[src/hdl/ecg_heart_rate_estimator_core_macros.svh]
// Assertion macros for the ECG heart rate estimator.
// Used by the top level only; expects aclk and aresetn in scope.
`ifndef ECG_HEART_RATE_ESTIMATOR_CORE_MACROS_SVH
`define ECG_HEART_RATE_ESTIMATOR_CORE_MACROS_SVH

// A condition that must hold at every clock edge outside reset.
`define ECGHR_ASSERT_ALWAYS(lbl, cond, msg) \
    lbl: assert property (@(posedge aclk) disable iff (!aresetn) (cond)) \
        else $error(msg);

// A consequence that must hold in the same cycle as its cause.
`define ECGHR_ASSERT_SAME(lbl, ante, cons, msg) \
    lbl: assert property (@(posedge aclk) disable iff (!aresetn) (ante) |-> (cons)) \
        else $error(msg);

// A consequence that must hold in the cycle after its cause.
`define ECGHR_ASSERT_NEXT(lbl, ante, cons, msg) \
    lbl: assert property (@(posedge aclk) disable iff (!aresetn) (ante) |=> (cons)) \
        else $error(msg);

`endif

[src/hdl/ecghr_pkg.sv]
// Shared constants and types for the ECG heart rate estimator.
// No dependencies; imported by every module of the block.
package ecghr_pkg;

    // Smoothing window geometry.
    localparam int WINDOW_TAPS = 5;
    localparam int HALF_SPAN   = (WINDOW_TAPS - 1) / 2;
    localparam int MEAN_LEN    = 2 * HALF_SPAN + 1;
    localparam int MEAN_START  = WINDOW_TAPS - MEAN_LEN;

    // Field widths.
    localparam int TIME_W  = 32;
    localparam int AMP_W   = 16;
    localparam int COUNT_W = 16;
    localparam int RATE_W  = 16;
    localparam int IN_TDATA_W  = 48;
    localparam int OUT_TDATA_W = 64;

    // Index and counter widths.
    localparam int IDX_W      = $clog2(WINDOW_TAPS);
    localparam int SEEN_W     = $clog2(WINDOW_TAPS + 1);
    localparam int PUSH_CNT_W = 2;

    // Window mean: the sum is biased to be non-negative, then multiplied by
    // a rounded-up reciprocal of the window length and shifted down.
    localparam int SUM_W       = AMP_W + $clog2(MEAN_LEN);
    localparam int MEAN_OFFSET = MEAN_LEN * (2 ** (AMP_W - 1));
    localparam int RECIP_SHIFT = SUM_W + $clog2(MEAN_LEN);
    localparam int RECIP_W     = RECIP_SHIFT + 1 - $clog2(MEAN_LEN);
    localparam int RECIP_MUL   = (2 ** RECIP_SHIFT + MEAN_LEN - 1) / MEAN_LEN;
    localparam int PROD_W      = SUM_W + RECIP_W;

    // Heart rate scaling: milliseconds per minute.
    localparam int SCALED_W = 32;
    localparam logic [15:0] BPM_SCALE = 16'd60000;
    localparam logic [RATE_W-1:0]  RATE_MAX  = '1;
    localparam logic [COUNT_W-1:0] COUNT_MAX = '1;

    // Serial divider.
    localparam int DIV_W     = 32;
    localparam int DIV_CNT_W = $clog2(DIV_W);

    // Peak threshold after reset, 0.30 in Q3.12.
    localparam logic signed [AMP_W-1:0] PEAK_THRESH_RESET = 16'sd1229;

    // Control of the window mean unit.
    typedef struct packed {
        logic clr;
        logic add;
        logic mul;
    } ecghr_mean_ctl_t;

    // Status of the serial divider.
    typedef struct packed {
        logic busy;
        logic done;
    } ecghr_div_stat_t;

endpackage

[src/hdl/ecghr_mean.sv]
// Window mean unit: one shared accumulator fed one tap per cycle while
// add is set, then a reciprocal multiply that floors the sum divided by
// the window length. Depends on ecghr_pkg.
module ecghr_mean (
    input  logic                                  aclk,
    input  ecghr_pkg::ecghr_mean_ctl_t            ctl,
    input  logic signed [ecghr_pkg::AMP_W-1:0]    tap,
    output logic signed [ecghr_pkg::AMP_W-1:0]    mean
);
    import ecghr_pkg::*;

    logic signed [SUM_W-1:0]  acc_reg;
    logic        [SUM_W-1:0]  biased;
    logic        [PROD_W-1:0] prod_reg;
    logic        [AMP_W-1:0]  quot;

    // Bias the sum so that the floor division works on unsigned values.
    assign biased = acc_reg + SUM_W'(MEAN_OFFSET);

    // Undo the bias: the biased quotient is the true one plus half range.
    assign quot = prod_reg[RECIP_SHIFT +: AMP_W];
    assign mean = {~quot[AMP_W-1], quot[AMP_W-2:0]};

    // Accumulate taps, then register the reciprocal product.
    always_ff @(posedge aclk) begin
        if (ctl.clr) begin
            acc_reg <= '0;
        end else if (ctl.add) begin
            acc_reg <= acc_reg + SUM_W'(tap);
        end
        if (ctl.mul) begin
            prod_reg <= PROD_W'(biased) * PROD_W'(RECIP_MUL);
        end
    end

endmodule

[src/hdl/ecghr_div.sv]
// Serial restoring divider, one quotient bit per cycle.
// Depends on ecghr_pkg.
module ecghr_div (
    input  logic                             aclk,
    input  logic                             aresetn,
    input  logic                             start,
    input  logic [ecghr_pkg::DIV_W-1:0]      dividend,
    input  logic [ecghr_pkg::DIV_W-1:0]      divisor,
    output ecghr_pkg::ecghr_div_stat_t       stat,
    output logic [ecghr_pkg::DIV_W-1:0]      quotient
);
    import ecghr_pkg::*;

    logic                 busy_reg;
    logic                 done_reg;
    logic [DIV_CNT_W-1:0] cnt_reg;
    logic [DIV_W-1:0]     rem_reg;
    logic [DIV_W-1:0]     quo_reg;
    logic [DIV_W-1:0]     dvs_reg;
    logic [DIV_W:0]       trial;
    logic [DIV_W:0]       diff;

    // Shift in the next dividend bit and try a subtraction.
    assign trial = {rem_reg, quo_reg[DIV_W-1]};
    assign diff  = trial - {1'b0, dvs_reg};

    assign stat.busy = busy_reg;
    assign stat.done = done_reg;
    assign quotient  = quo_reg;

    // Control flags.
    always_ff @(posedge aclk) begin
        if (!aresetn) begin
            busy_reg <= 1'b0;
            done_reg <= 1'b0;
        end else begin
            done_reg <= 1'b0;
            if (start && !busy_reg) begin
                busy_reg <= 1'b1;
            end else if (busy_reg && cnt_reg == '0) begin
                busy_reg <= 1'b0;
                done_reg <= 1'b1;
            end
        end
    end

    // Remainder and quotient shift registers.
    always_ff @(posedge aclk) begin
        if (start && !busy_reg) begin
            rem_reg <= '0;
            quo_reg <= dividend;
            dvs_reg <= divisor;
            cnt_reg <= DIV_CNT_W'(DIV_W - 1);
        end else if (busy_reg) begin
            rem_reg <= diff[DIV_W] ? trial[DIV_W-1:0] : diff[DIV_W-1:0];
            quo_reg <= {quo_reg[DIV_W-2:0], ~diff[DIV_W]};
            cnt_reg <= cnt_reg - 1'b1;
        end
    end

endmodule

[src/hdl/ecg_heart_rate_estimator_core.sv]
// ECG heart rate estimator, top level: sequencer, record state and ports.
// Depends on ecghr_pkg, ecghr_mean, ecghr_div and the assertion macro header.
//
// Takes one ECG sample per request and accepts no new sample until it has
// finished with the current one. A sample whose five-sample centred mean is
// due is accepted, takes five accumulate steps through the shared adder,
// the reciprocal multiply and the peak check; an early sample of a record
// is accepted and at most peak checked. The sample marked last also pushes
// the pending raw samples, multiplies the peak count and runs the serial
// divider, unless the record duration is zero. One result per record is
// held in an output register; a new record can run while it waits, and
// only the next result waits for it to be taken.
`include "ecg_heart_rate_estimator_core_macros.svh"

module ecg_heart_rate_estimator_core (
    input  logic                                  aclk,
    input  logic                                  aresetn,
    // Sample channel.
    input  logic                                  s_tvalid,
    output logic                                  s_tready,
    // [31:0] sample_time, [47:32] sample_amplitude
    input  logic [ecghr_pkg::IN_TDATA_W-1:0]      s_tdata,
    input  logic                                  s_tlast,
    // Result channel.
    output logic                                  m_tvalid,
    input  logic                                  m_tready,
    // [15:0] peak_count, [47:16] record_duration, [63:48] heart_rate_bpm
    output logic [ecghr_pkg::OUT_TDATA_W-1:0]     m_tdata,
    // Peak threshold write channel.
    input  logic                                  cfg_valid,
    output logic                                  cfg_ready,
    input  logic [ecghr_pkg::AMP_W-1:0]           cfg_data
);
    import ecghr_pkg::*;

    typedef enum logic [2:0] {
        ST_IDLE,
        ST_ACC,
        ST_MUL,
        ST_PUSH,
        ST_RMUL,
        ST_RDIV,
        ST_RWAIT,
        ST_OUT
    } state_t;

    state_t state_reg, state_next;

    logic signed [AMP_W-1:0] thresh_reg, thresh_next;
    logic [SEEN_W-1:0]       samples_seen_reg, samples_seen_next;
    logic [COUNT_W-1:0]      peaks_reg, peaks_next;
    logic [PUSH_CNT_W-1:0]   push_cnt_reg, push_cnt_next;
    logic                    last_reg, last_next;
    logic                    flushing_reg, flushing_next;
    logic                    use_mean_reg, use_mean_next;
    logic [IDX_W-1:0]        rd_idx_reg, rd_idx_next;
    logic [IDX_W-1:0]        flush_start_reg, flush_start_next;
    logic                    m_tvalid_reg, m_tvalid_next;

    logic signed [AMP_W-1:0] window_reg [WINDOW_TAPS];
    logic signed [AMP_W-1:0] window_next [WINDOW_TAPS];
    logic signed [AMP_W-1:0] hist_reg [2];
    logic signed [AMP_W-1:0] hist_next [2];
    logic [TIME_W-1:0]       first_reg, first_next;
    logic [TIME_W-1:0]       latest_reg, latest_next;
    logic [SCALED_W-1:0]     scaled_reg, scaled_next;
    logic [TIME_W-1:0]       dur_reg, dur_next;
    logic [RATE_W-1:0]       rate_reg, rate_next;
    logic [COUNT_W-1:0]      m_peaks_reg, m_peaks_next;
    logic [TIME_W-1:0]       m_dur_reg, m_dur_next;
    logic [RATE_W-1:0]       m_rate_reg, m_rate_next;

    logic [TIME_W-1:0]       in_time;
    logic signed [AMP_W-1:0] in_amp;
    logic signed [AMP_W-1:0] rd_tap;
    logic signed [AMP_W-1:0] mean_val;
    logic signed [AMP_W-1:0] push_val;
    logic signed [AMP_W-1:0] mid;
    logic                    is_peak;
    logic [SEEN_W-1:0]       k;

    ecghr_mean_ctl_t         mean_ctl;
    ecghr_div_stat_t         div_stat;
    logic                    div_start;
    logic [DIV_W-1:0]        div_quo;

    assign in_time   = s_tdata[TIME_W-1:0];
    assign in_amp    = s_tdata[TIME_W +: AMP_W];
    assign s_tready  = (state_reg == ST_IDLE);
    assign cfg_ready = 1'b1;
    assign m_tvalid  = m_tvalid_reg;
    assign m_tdata   = {m_rate_reg, m_dur_reg, m_peaks_reg};

    // Single read port on the raw window.
    assign rd_tap   = window_reg[rd_idx_reg];
    assign push_val = use_mean_reg ? mean_val : rd_tap;
    assign k        = samples_seen_reg;

    // A peak is strictly above the threshold and both its pushed neighbours.
    assign mid     = hist_reg[1];
    assign is_peak = (push_cnt_reg == PUSH_CNT_W'(2)) && (mid > thresh_reg) &&
                     (mid > hist_reg[0]) && (mid > push_val);

    ecghr_mean u_mean (
        .aclk (aclk),
        .ctl  (mean_ctl),
        .tap  (rd_tap),
        .mean (mean_val)
    );

    ecghr_div u_div (
        .aclk     (aclk),
        .aresetn  (aresetn),
        .start    (div_start),
        .dividend (scaled_reg),
        .divisor  (dur_reg),
        .stat     (div_stat),
        .quotient (div_quo)
    );

    // Sequencer and next-state logic.
    always_comb begin
        state_next        = state_reg;
        thresh_next       = thresh_reg;
        samples_seen_next = samples_seen_reg;
        peaks_next        = peaks_reg;
        push_cnt_next     = push_cnt_reg;
        last_next         = last_reg;
        flushing_next     = flushing_reg;
        use_mean_next     = use_mean_reg;
        rd_idx_next       = rd_idx_reg;
        flush_start_next  = flush_start_reg;
        m_tvalid_next     = m_tvalid_reg;
        window_next       = window_reg;
        hist_next         = hist_reg;
        first_next        = first_reg;
        latest_next       = latest_reg;
        scaled_next       = scaled_reg;
        dur_next          = dur_reg;
        rate_next         = rate_reg;
        m_peaks_next      = m_peaks_reg;
        m_dur_next        = m_dur_reg;
        m_rate_next       = m_rate_reg;
        mean_ctl          = '0;
        div_start         = 1'b0;

        // The user must write the threshold only while the block is idle; the block itself does not enforce it.
        if (cfg_valid) begin
            thresh_next = cfg_data;
        end

        // The held result leaves when the consumer takes it.
        if (m_tvalid_reg && m_tready) begin
            m_tvalid_next = 1'b0;
        end

        case (state_reg)
            ST_IDLE: begin
                if (s_tvalid) begin
                    if (k == '0) begin
                        first_next = in_time;
                    end
                    latest_next = in_time;
                    for (int i = 0; i < WINDOW_TAPS - 1; i++) begin
                        window_next[i] = window_reg[i + 1];
                    end
                    window_next[WINDOW_TAPS-1] = in_amp;
                    samples_seen_next = (k < SEEN_W'(WINDOW_TAPS - 1)) ?
                                        k + 1'b1 : SEEN_W'(WINDOW_TAPS);
                    last_next     = s_tlast;
                    flushing_next = 1'b0;
                    use_mean_next = 1'b0;

                    // Where the raw flush of a closing record begins.
                    if (k >= SEEN_W'(HALF_SPAN)) begin
                        flush_start_next = IDX_W'(WINDOW_TAPS - HALF_SPAN);
                    end else begin
                        flush_start_next = IDX_W'(SEEN_W'(WINDOW_TAPS - 1) - k);
                    end

                    // How many smoothed values this record has settled.
                    if (k >= SEEN_W'(HALF_SPAN + 2)) begin
                        push_cnt_next = PUSH_CNT_W'(2);
                    end else if (k >= SEEN_W'(HALF_SPAN)) begin
                        push_cnt_next = PUSH_CNT_W'(k - SEEN_W'(HALF_SPAN));
                    end else begin
                        push_cnt_next = '0;
                    end

                    if (k >= SEEN_W'(2 * HALF_SPAN)) begin
                        mean_ctl.clr  = 1'b1;
                        use_mean_next = 1'b1;
                        rd_idx_next   = IDX_W'(MEAN_START);
                        state_next    = ST_ACC;
                    end else if (k >= SEEN_W'(HALF_SPAN)) begin
                        rd_idx_next = IDX_W'(WINDOW_TAPS - 1 - HALF_SPAN);
                        state_next  = ST_PUSH;
                    end else if (s_tlast) begin
                        flushing_next = 1'b1;
                        rd_idx_next   = IDX_W'(SEEN_W'(WINDOW_TAPS - 1) - k);
                        state_next    = ST_PUSH;
                    end
                end
            end

            ST_ACC: begin
                mean_ctl.add = 1'b1;
                if (rd_idx_reg == IDX_W'(WINDOW_TAPS - 1)) begin
                    state_next = ST_MUL;
                end else begin
                    rd_idx_next = rd_idx_reg + 1'b1;
                end
            end

            ST_MUL: begin
                mean_ctl.mul = 1'b1;
                state_next   = ST_PUSH;
            end

            ST_PUSH: begin
                // Settle one value, smoothed or raw, and judge the one before it.
                if (is_peak && peaks_reg != COUNT_MAX) begin
                    peaks_next = peaks_reg + 1'b1;
                end
                hist_next[0] = hist_reg[1];
                hist_next[1] = push_val;
                if (push_cnt_reg != PUSH_CNT_W'(2)) begin
                    push_cnt_next = push_cnt_reg + 1'b1;
                end
                use_mean_next = 1'b0;
                if (flushing_reg) begin
                    if (rd_idx_reg == IDX_W'(WINDOW_TAPS - 1)) begin
                        state_next = ST_RMUL;
                    end else begin
                        rd_idx_next = rd_idx_reg + 1'b1;
                    end
                end else if (last_reg) begin
                    flushing_next = 1'b1;
                    rd_idx_next   = flush_start_reg;
                end else begin
                    state_next = ST_IDLE;
                end
            end

            ST_RMUL: begin
                scaled_next = SCALED_W'(peaks_reg) * SCALED_W'(BPM_SCALE);
                dur_next    = latest_reg - first_reg;
                state_next  = ST_RDIV;
            end

            ST_RDIV: begin
                if (dur_reg == '0) begin
                    rate_next  = '0;
                    state_next = ST_OUT;
                end else begin
                    div_start  = 1'b1;
                    state_next = ST_RWAIT;
                end
            end

            ST_RWAIT: begin
                if (div_stat.done) begin
                    rate_next  = (div_quo[DIV_W-1:RATE_W] != '0) ?
                                 RATE_MAX : div_quo[RATE_W-1:0];
                    state_next = ST_OUT;
                end
            end

            ST_OUT: begin
                // Load the result once the output register is free, then
                // clear the record state.
                if (!m_tvalid_reg || m_tready) begin
                    m_tvalid_next     = 1'b1;
                    m_peaks_next      = peaks_reg;
                    m_dur_next        = dur_reg;
                    m_rate_next       = rate_reg;
                    samples_seen_next = '0;
                    peaks_next        = '0;
                    first_next        = '0;
                    latest_next       = '0;
                    for (int i = 0; i < WINDOW_TAPS; i++) begin
                        window_next[i] = '0;
                    end
                    hist_next[0] = '0;
                    hist_next[1] = '0;
                    last_next    = 1'b0;
                    state_next   = ST_IDLE;
                end
            end

            default: begin
                state_next = ST_IDLE;
            end
        endcase
    end

    // State, record registers and the output register.
    always_ff @(posedge aclk) begin
        if (!aresetn) begin
            state_reg        <= ST_IDLE;
            thresh_reg       <= PEAK_THRESH_RESET;
            samples_seen_reg <= '0;
            peaks_reg        <= '0;
            push_cnt_reg     <= '0;
            last_reg         <= 1'b0;
            flushing_reg     <= 1'b0;
            use_mean_reg     <= 1'b0;
            m_tvalid_reg     <= 1'b0;
        end else begin
            state_reg        <= state_next;
            thresh_reg       <= thresh_next;
            samples_seen_reg <= samples_seen_next;
            peaks_reg        <= peaks_next;
            push_cnt_reg     <= push_cnt_next;
            last_reg         <= last_next;
            flushing_reg     <= flushing_next;
            use_mean_reg     <= use_mean_next;
            m_tvalid_reg     <= m_tvalid_next;
        end
        rd_idx_reg      <= rd_idx_next;
        flush_start_reg <= flush_start_next;
        window_reg      <= window_next;
        hist_reg        <= hist_next;
        first_reg       <= first_next;
        latest_reg      <= latest_next;
        scaled_reg      <= scaled_next;
        dur_reg         <= dur_next;
        rate_reg        <= rate_next;
        m_peaks_reg     <= m_peaks_next;
        m_dur_reg       <= m_dur_next;
        m_rate_reg      <= m_rate_next;
    end

    // Checks on the sequencer and record bookkeeping.
    `ECGHR_ASSERT_ALWAYS(a_seen_bounded,
        samples_seen_reg <= SEEN_W'(WINDOW_TAPS),
        "samples_seen beyond window")
    `ECGHR_ASSERT_SAME(a_div_done_in_wait,
        div_stat.done, state_reg == ST_RWAIT,
        "divider finished outside wait")
    `ECGHR_ASSERT_NEXT(a_clear_after_result,
        (state_reg == ST_OUT) && (!m_tvalid_reg || m_tready),
        (samples_seen_reg == '0) && (peaks_reg == '0) && m_tvalid_reg,
        "record not cleared after result")

endmodule
[config.mk]
export PLATFORM = sky130hd
export DESIGN_NAME = ecg_heart_rate_estimator_core
export DESIGN_NICKNAME = d
export VERILOG_FILES = /design/src/hdl/ecghr_pkg.sv /design/src/hdl/ecghr_mean.sv /design/src/hdl/ecghr_div.sv /design/src/hdl/ecg_heart_rate_estimator_core.sv
export VERILOG_INCLUDE_DIRS = /design/src /design/src/hdl
export SDC_FILE = /design/constraint.sdc
export NUM_CORES = 1
export LEC_CHECK = 0
export BUFFER_PORTS_ARGS = -buffer_cell sky130_fd_sc_hd__buf_2
export CORE_ASPECT_RATIO = 1.1
export CORE_MARGIN = 2
export CORE_UTILIZATION = 68
export CTS_CLUSTER_DIAMETER = 200
export DETAILED_ROUTE_END_ITERATION = 6
export MAX_ROUTING_LAYER = met4
export PLACE_DENSITY = 0.87
export SLEW_MARGIN = 0
export SYNTH_ARGS = -nofsm -noshare
export SYNTH_HDL_FRONTEND = slang
export SYNTH_HIERARCHICAL = 1
export SYNTH_SLANG_ARGS = --single-unit
[constraint.sdc]
create_clock -name aclk -period 14.15 [get_ports aclk]
set_input_delay 0 -clock aclk [delete_from_list [all_inputs] [get_ports aclk]]
set_output_delay 0 -clock aclk [all_outputs]
set_load 0.03 [all_outputs]
# Word level (Yosys, flattened, before mapping)
# Cells that the tools add are included.
[op_classes]
addsub = 11
mul = 2
magnitude_cmp = 7
n_eq_ne = 23
mux = 77
n_bitwise = 4
n_reduce_logical = 34
[ops]
columns = ["cell", "n"]
rows = [
  ["32-bit 2-to-1 mux", 7],
  ["32-bit case mux with 2 select lines", 3],
  ["80-bit 2-to-1 mux", 2],
  ["80-bit case mux with 2 select lines", 1],
  ["16-bit 2-to-1 mux", 8],
  ["16-bit case mux with 2 select lines", 2],
  ["3-bit 2-to-1 mux", 19],
  ["16-bit binary-select mux with 3-bit select", 1],
  ["16-bit > comparator", 3],
  ["19-bit by 20-bit multiplier with 38-bit output, second input constant", 1],
  ["33-bit by 32-bit subtractor with 33-bit output", 1],
  ["32-bit logical NOT", 1],
  ["32-bit subtractor", 1],
  ["16-bit by 11-bit multiplier with 27-bit output, second input constant", 1],
  ["3-bit case mux with 8 select lines", 1],
  ["1-bit 2-to-1 mux", 23],
  ["19-bit by 16-bit adder with 19-bit output", 1],
  ["19-bit adder, second input constant", 1],
  ["16-bit by 1-bit adder with 16-bit output, second input constant", 1],
  ["16-bit inequality test, second input constant", 1],
  ["16-bit nonzero test", 1],
  ["3-bit == test, second input constant", 5],
  ["2-bit inequality test, second input constant", 7],
  ["3-bit AND reduction", 4],
  ["other kinds (33)", 62],
]
[word_totals]
ff_bits = 525
inputBits = 70
output_inout_bits = 67

# Depth between registers and ports, before layout
[logic_depth]
ltp_word = 10
ltp_mapped = 23
depth_no_buf = 22

# Modules after synthesis
# The synthesis kept the hierarchy.
[by_module_without_submodules]
columns = ["module", "instances", "cells_per_inst", "area_per_inst_um2"]
rows = [
  ["ecg_heart_rate_estimator_core", 1, 1636, 19827.8],
  ["ecghr_mean", 1, 784, 7443.4],
  ["ecghr_div", 1, 600, 6024.5],
]

# Least setup slack after synthesis
# OpenSTA, ideal clock, no wires.
[synth_path]
path_kind = "flip-flop to flip-flop"
start = "reg u_mean.acc_reg[15]"
end = "reg u_mean.prod_reg[34], data pin"
setup_ns = 0.263
arrival_ns = 5.488
required_ns = 13.887
slack_ns = 8.399
path_stages_with_launch = 20
n_path_buf = 0
period_less_slack_ns = 5.751
path_cell_list = "dfxtp_1 -> ha_1 -> xnor2_1 -> ha_1 -> inv_1 -> fa_1 -> fa_1 -> fa_1 -> fa_1 -> fa_1 -> inv_1 -> ha_1 -> a21o_1 -> a21o_1 -> a21o_1 -> a221o_1 -> a31o_4 -> a221oi_4 -> o221ai_2 -> xor2_1"
[synth_via]
elab_chain_len = 2
[synth_rtl]
columns = ["element", "line", "source"]
rows = [
  ["start, declared", "ecghr_mean.sv:12", "logic signed [SUM_W-1:0] acc_reg;"],
  ["start signal, assigned", "ecghr_mean.sv:29", "acc_reg <= acc_reg + SUM_W'(tap);"],
  ["19-bit adder", "ecghr_mean.sv:18", "assign biased = acc_reg + SUM_W'(MEAN_OFFSET);"],
  ["19-bit by 20-bit multiplier with 38-bit output", "ecghr_mean.sv:32", "prod_reg <= PROD_W'(biased) * PROD_W'(RECIP_MUL);"],
  ["end signal, assigned", "ecghr_mean.sv:32", ""],
  ["end, declared", "ecghr_mean.sv:14", "logic [PROD_W-1:0] prod_reg;"],
]
# No other way between the ends.
# A chain may end at the register's enable or synchronous reset.

# Worst setup path after layout
[layout_path]
start = "reg u_mean.acc_reg[15]"
end = "reg u_mean.prod_reg[37], data pin"
# Same word-level chain as after synthesis.

==> flow_metrics.tcl <==
set metrics [dict create \
    status "finished, final reports clean" \
    drcViolationCount 0 \
    cts-root-buf "clkbuf_16" \
    fmax_ghz 0.156 \
    num_rows 85 \
    grt_max_degree 132 \
    drt-total-wl_um 81700 \
    reg2reg_to "u_mean/prod_reg[37]" \
    drv_cap 0 \
    nets 3818 \
    finalSetupViolations 0 \
    slew_violations 0 \
    synth.avg_cell_area_um2 11.0 \
    cts_tree "yes" \
    post-route-cell-area_um2 37400 \
    start_util_pct 68.5 \
    place_inst 3734 \
    post_dp_cell_area_um2 34500 \
    cp.arrival_ns 6.74 \
    die_x_um 215 \
    clk_pin_slew_ns 0.06 \
    grt_pass1_vias 25200 \
    track_usage_pct 33.7 \
    ys_warn_count 6 \
    finalSetupTns_ns 0 \
    crit_start "u_mean/acc_reg[15]" \
    antenna_found_initial 3 \
    routed_via_density 6.06 \
    dp_hpwl_um 57200 \
    reg2regPathDepth 20 \
    clk_latency_ns 0.61 \
    crit_fanout 6 \
    ios 137 \
    period_share_pct 45.3 \
    dieArea_um2 50700 \
    cts_setup_buffers 0 \
    finalNonFillerCells 3936 \
    drtPass1Iterations 6 \
    critPathKind "register to register" \
    ctsResizeCount 0 \
    cts.path.max_buffers 3 \
    drive_gt1_share_pct 9.82 \
    fp.dieH_um 236 \
    slew_headroom_pct 18.2 \
    synth_area_um2 33300 \
    gp_congestion 0.974 \
    core_um2 48600 \
    postRouteAntennaNets 0 \
    holdCritPathClass "input pin to register" \
    rsz0062_at_grt "false" \
    drt_first_iter_violations 1955 \
    fin_crit_ns 6.41 \
    r2r-start "u_mean/acc_reg[15]" \
    cp-endpoint "u_mean/prod_reg[37]" \
    worst_setup_path_end_kind "register" \
    cts_sinks 503 \
    io_buffers 135 \
    largest_reg_flops 80 \
    gr-total-overflow 0 \
    worst_slew_pin_slew_ns 1.23 \
    cp_data_required_time_ns 14.49 \
    clock_skew_ns 0.0243 \
    netlist_instances 3019 \
    grt_pass1_wl_um 131000 \
    r2r_setup_slack_ns 7.74 \
    cp-start-kind "register" \
    cts_buffers 51 \
    wl_per_cell_um 20.7 \
    htreeDepth 2 \
    hold_viol 0 \
    area_growth_pct 12.2 \
    via_count 23900 \
]
metrics by stage:
step	worst slack [ns]	utilization, %	hold WS (ns)
final	7.74	76.9	0.215
after global routing	7.29	76.8	0.233
after CTS	7.74	76.8	0.190
after floorplan	8.40	-	0.116
after detailed placement	7.79	71.0	0.239
after global placement	8.01	71.0	0.231
critical path, cell delays in order, from the launching register on:
cell and delay (ns):
dfxtp_1 0.43, inv_1 0.14, ha_1 0.34, inv_1 0.10
ha_1 0.25, fa_1 0.57, inv_1 0.09, fa_1 0.55
fa_1 0.45, fa_1 0.49, fa_1 0.50, inv_1 0.05
ha_1 0.35, and2_1 0.21, and3_1 0.21, nand3_1 0.11
a2111oi_0 0.50, o21ai_0 0.31, and3_1 0.23, a41oi_1 0.17
nand4_1 0.10
worst min path at each step:
stage,startpoint,end,slack [ns],cells past startpoint
after floorplan,aresetn,u_div/busy_reg,0.12,2
after global placement,cfg_data[6],thresh_reg[6],0.23,3
after detailed placement,cfg_data[7],thresh_reg[7],0.24,3
after CTS,s_tdata[44],window_reg[12],0.19,3
after global routing,s_tdata[40],window_reg[8],0.23,3
final,s_tdata[41],window_reg[9],0.21,3
cell usage in the layout (no fill, tap or decap), types with 87 or more instances in the layout:
cell type      count
inv_1            427
xnor2_1           87
dlygate4sd3_1    103
ha_1             347
dfxtp_1          101
and2_1           140
buf_2            135
fa_1             163
nand2_1          159
edfxtp_1         401
a21oi_1          151
nor2_1           167
metal layers:
| layer | track usage, % | vias up | wire [um] |
|---|---|---|---|
| li1 | - | 11000 | - |
| met1 | 37.5 | 11600 | 30500 |
| met2 | 58.6 | 935 | 41800 |
| met3 | 4.33 | 345 | 3950 |
| met4 | 19.4 | 0 | 5400 |
| met5 | - | - | 0 |
repair_timing:
item                       CTS  global route
hold buffers               103             0
setup endpoints to repair    0             0
hold endpoints to repair   112             0
area by class of cell:
type                    count  area (um^2)
repair buffers            253         1820
multi-input cells        1999        17200
flip-flops and latches    503        14100
inverters                 430         1620
well taps                 652          816
diodes                      4         10.0
fillers                  2992        11300
clock buffers              60         1360
clock inverters            35          418
Power is not shown: default switching activity piles up to over one toggle a cycle in this logic, so the estimate is an artifact.
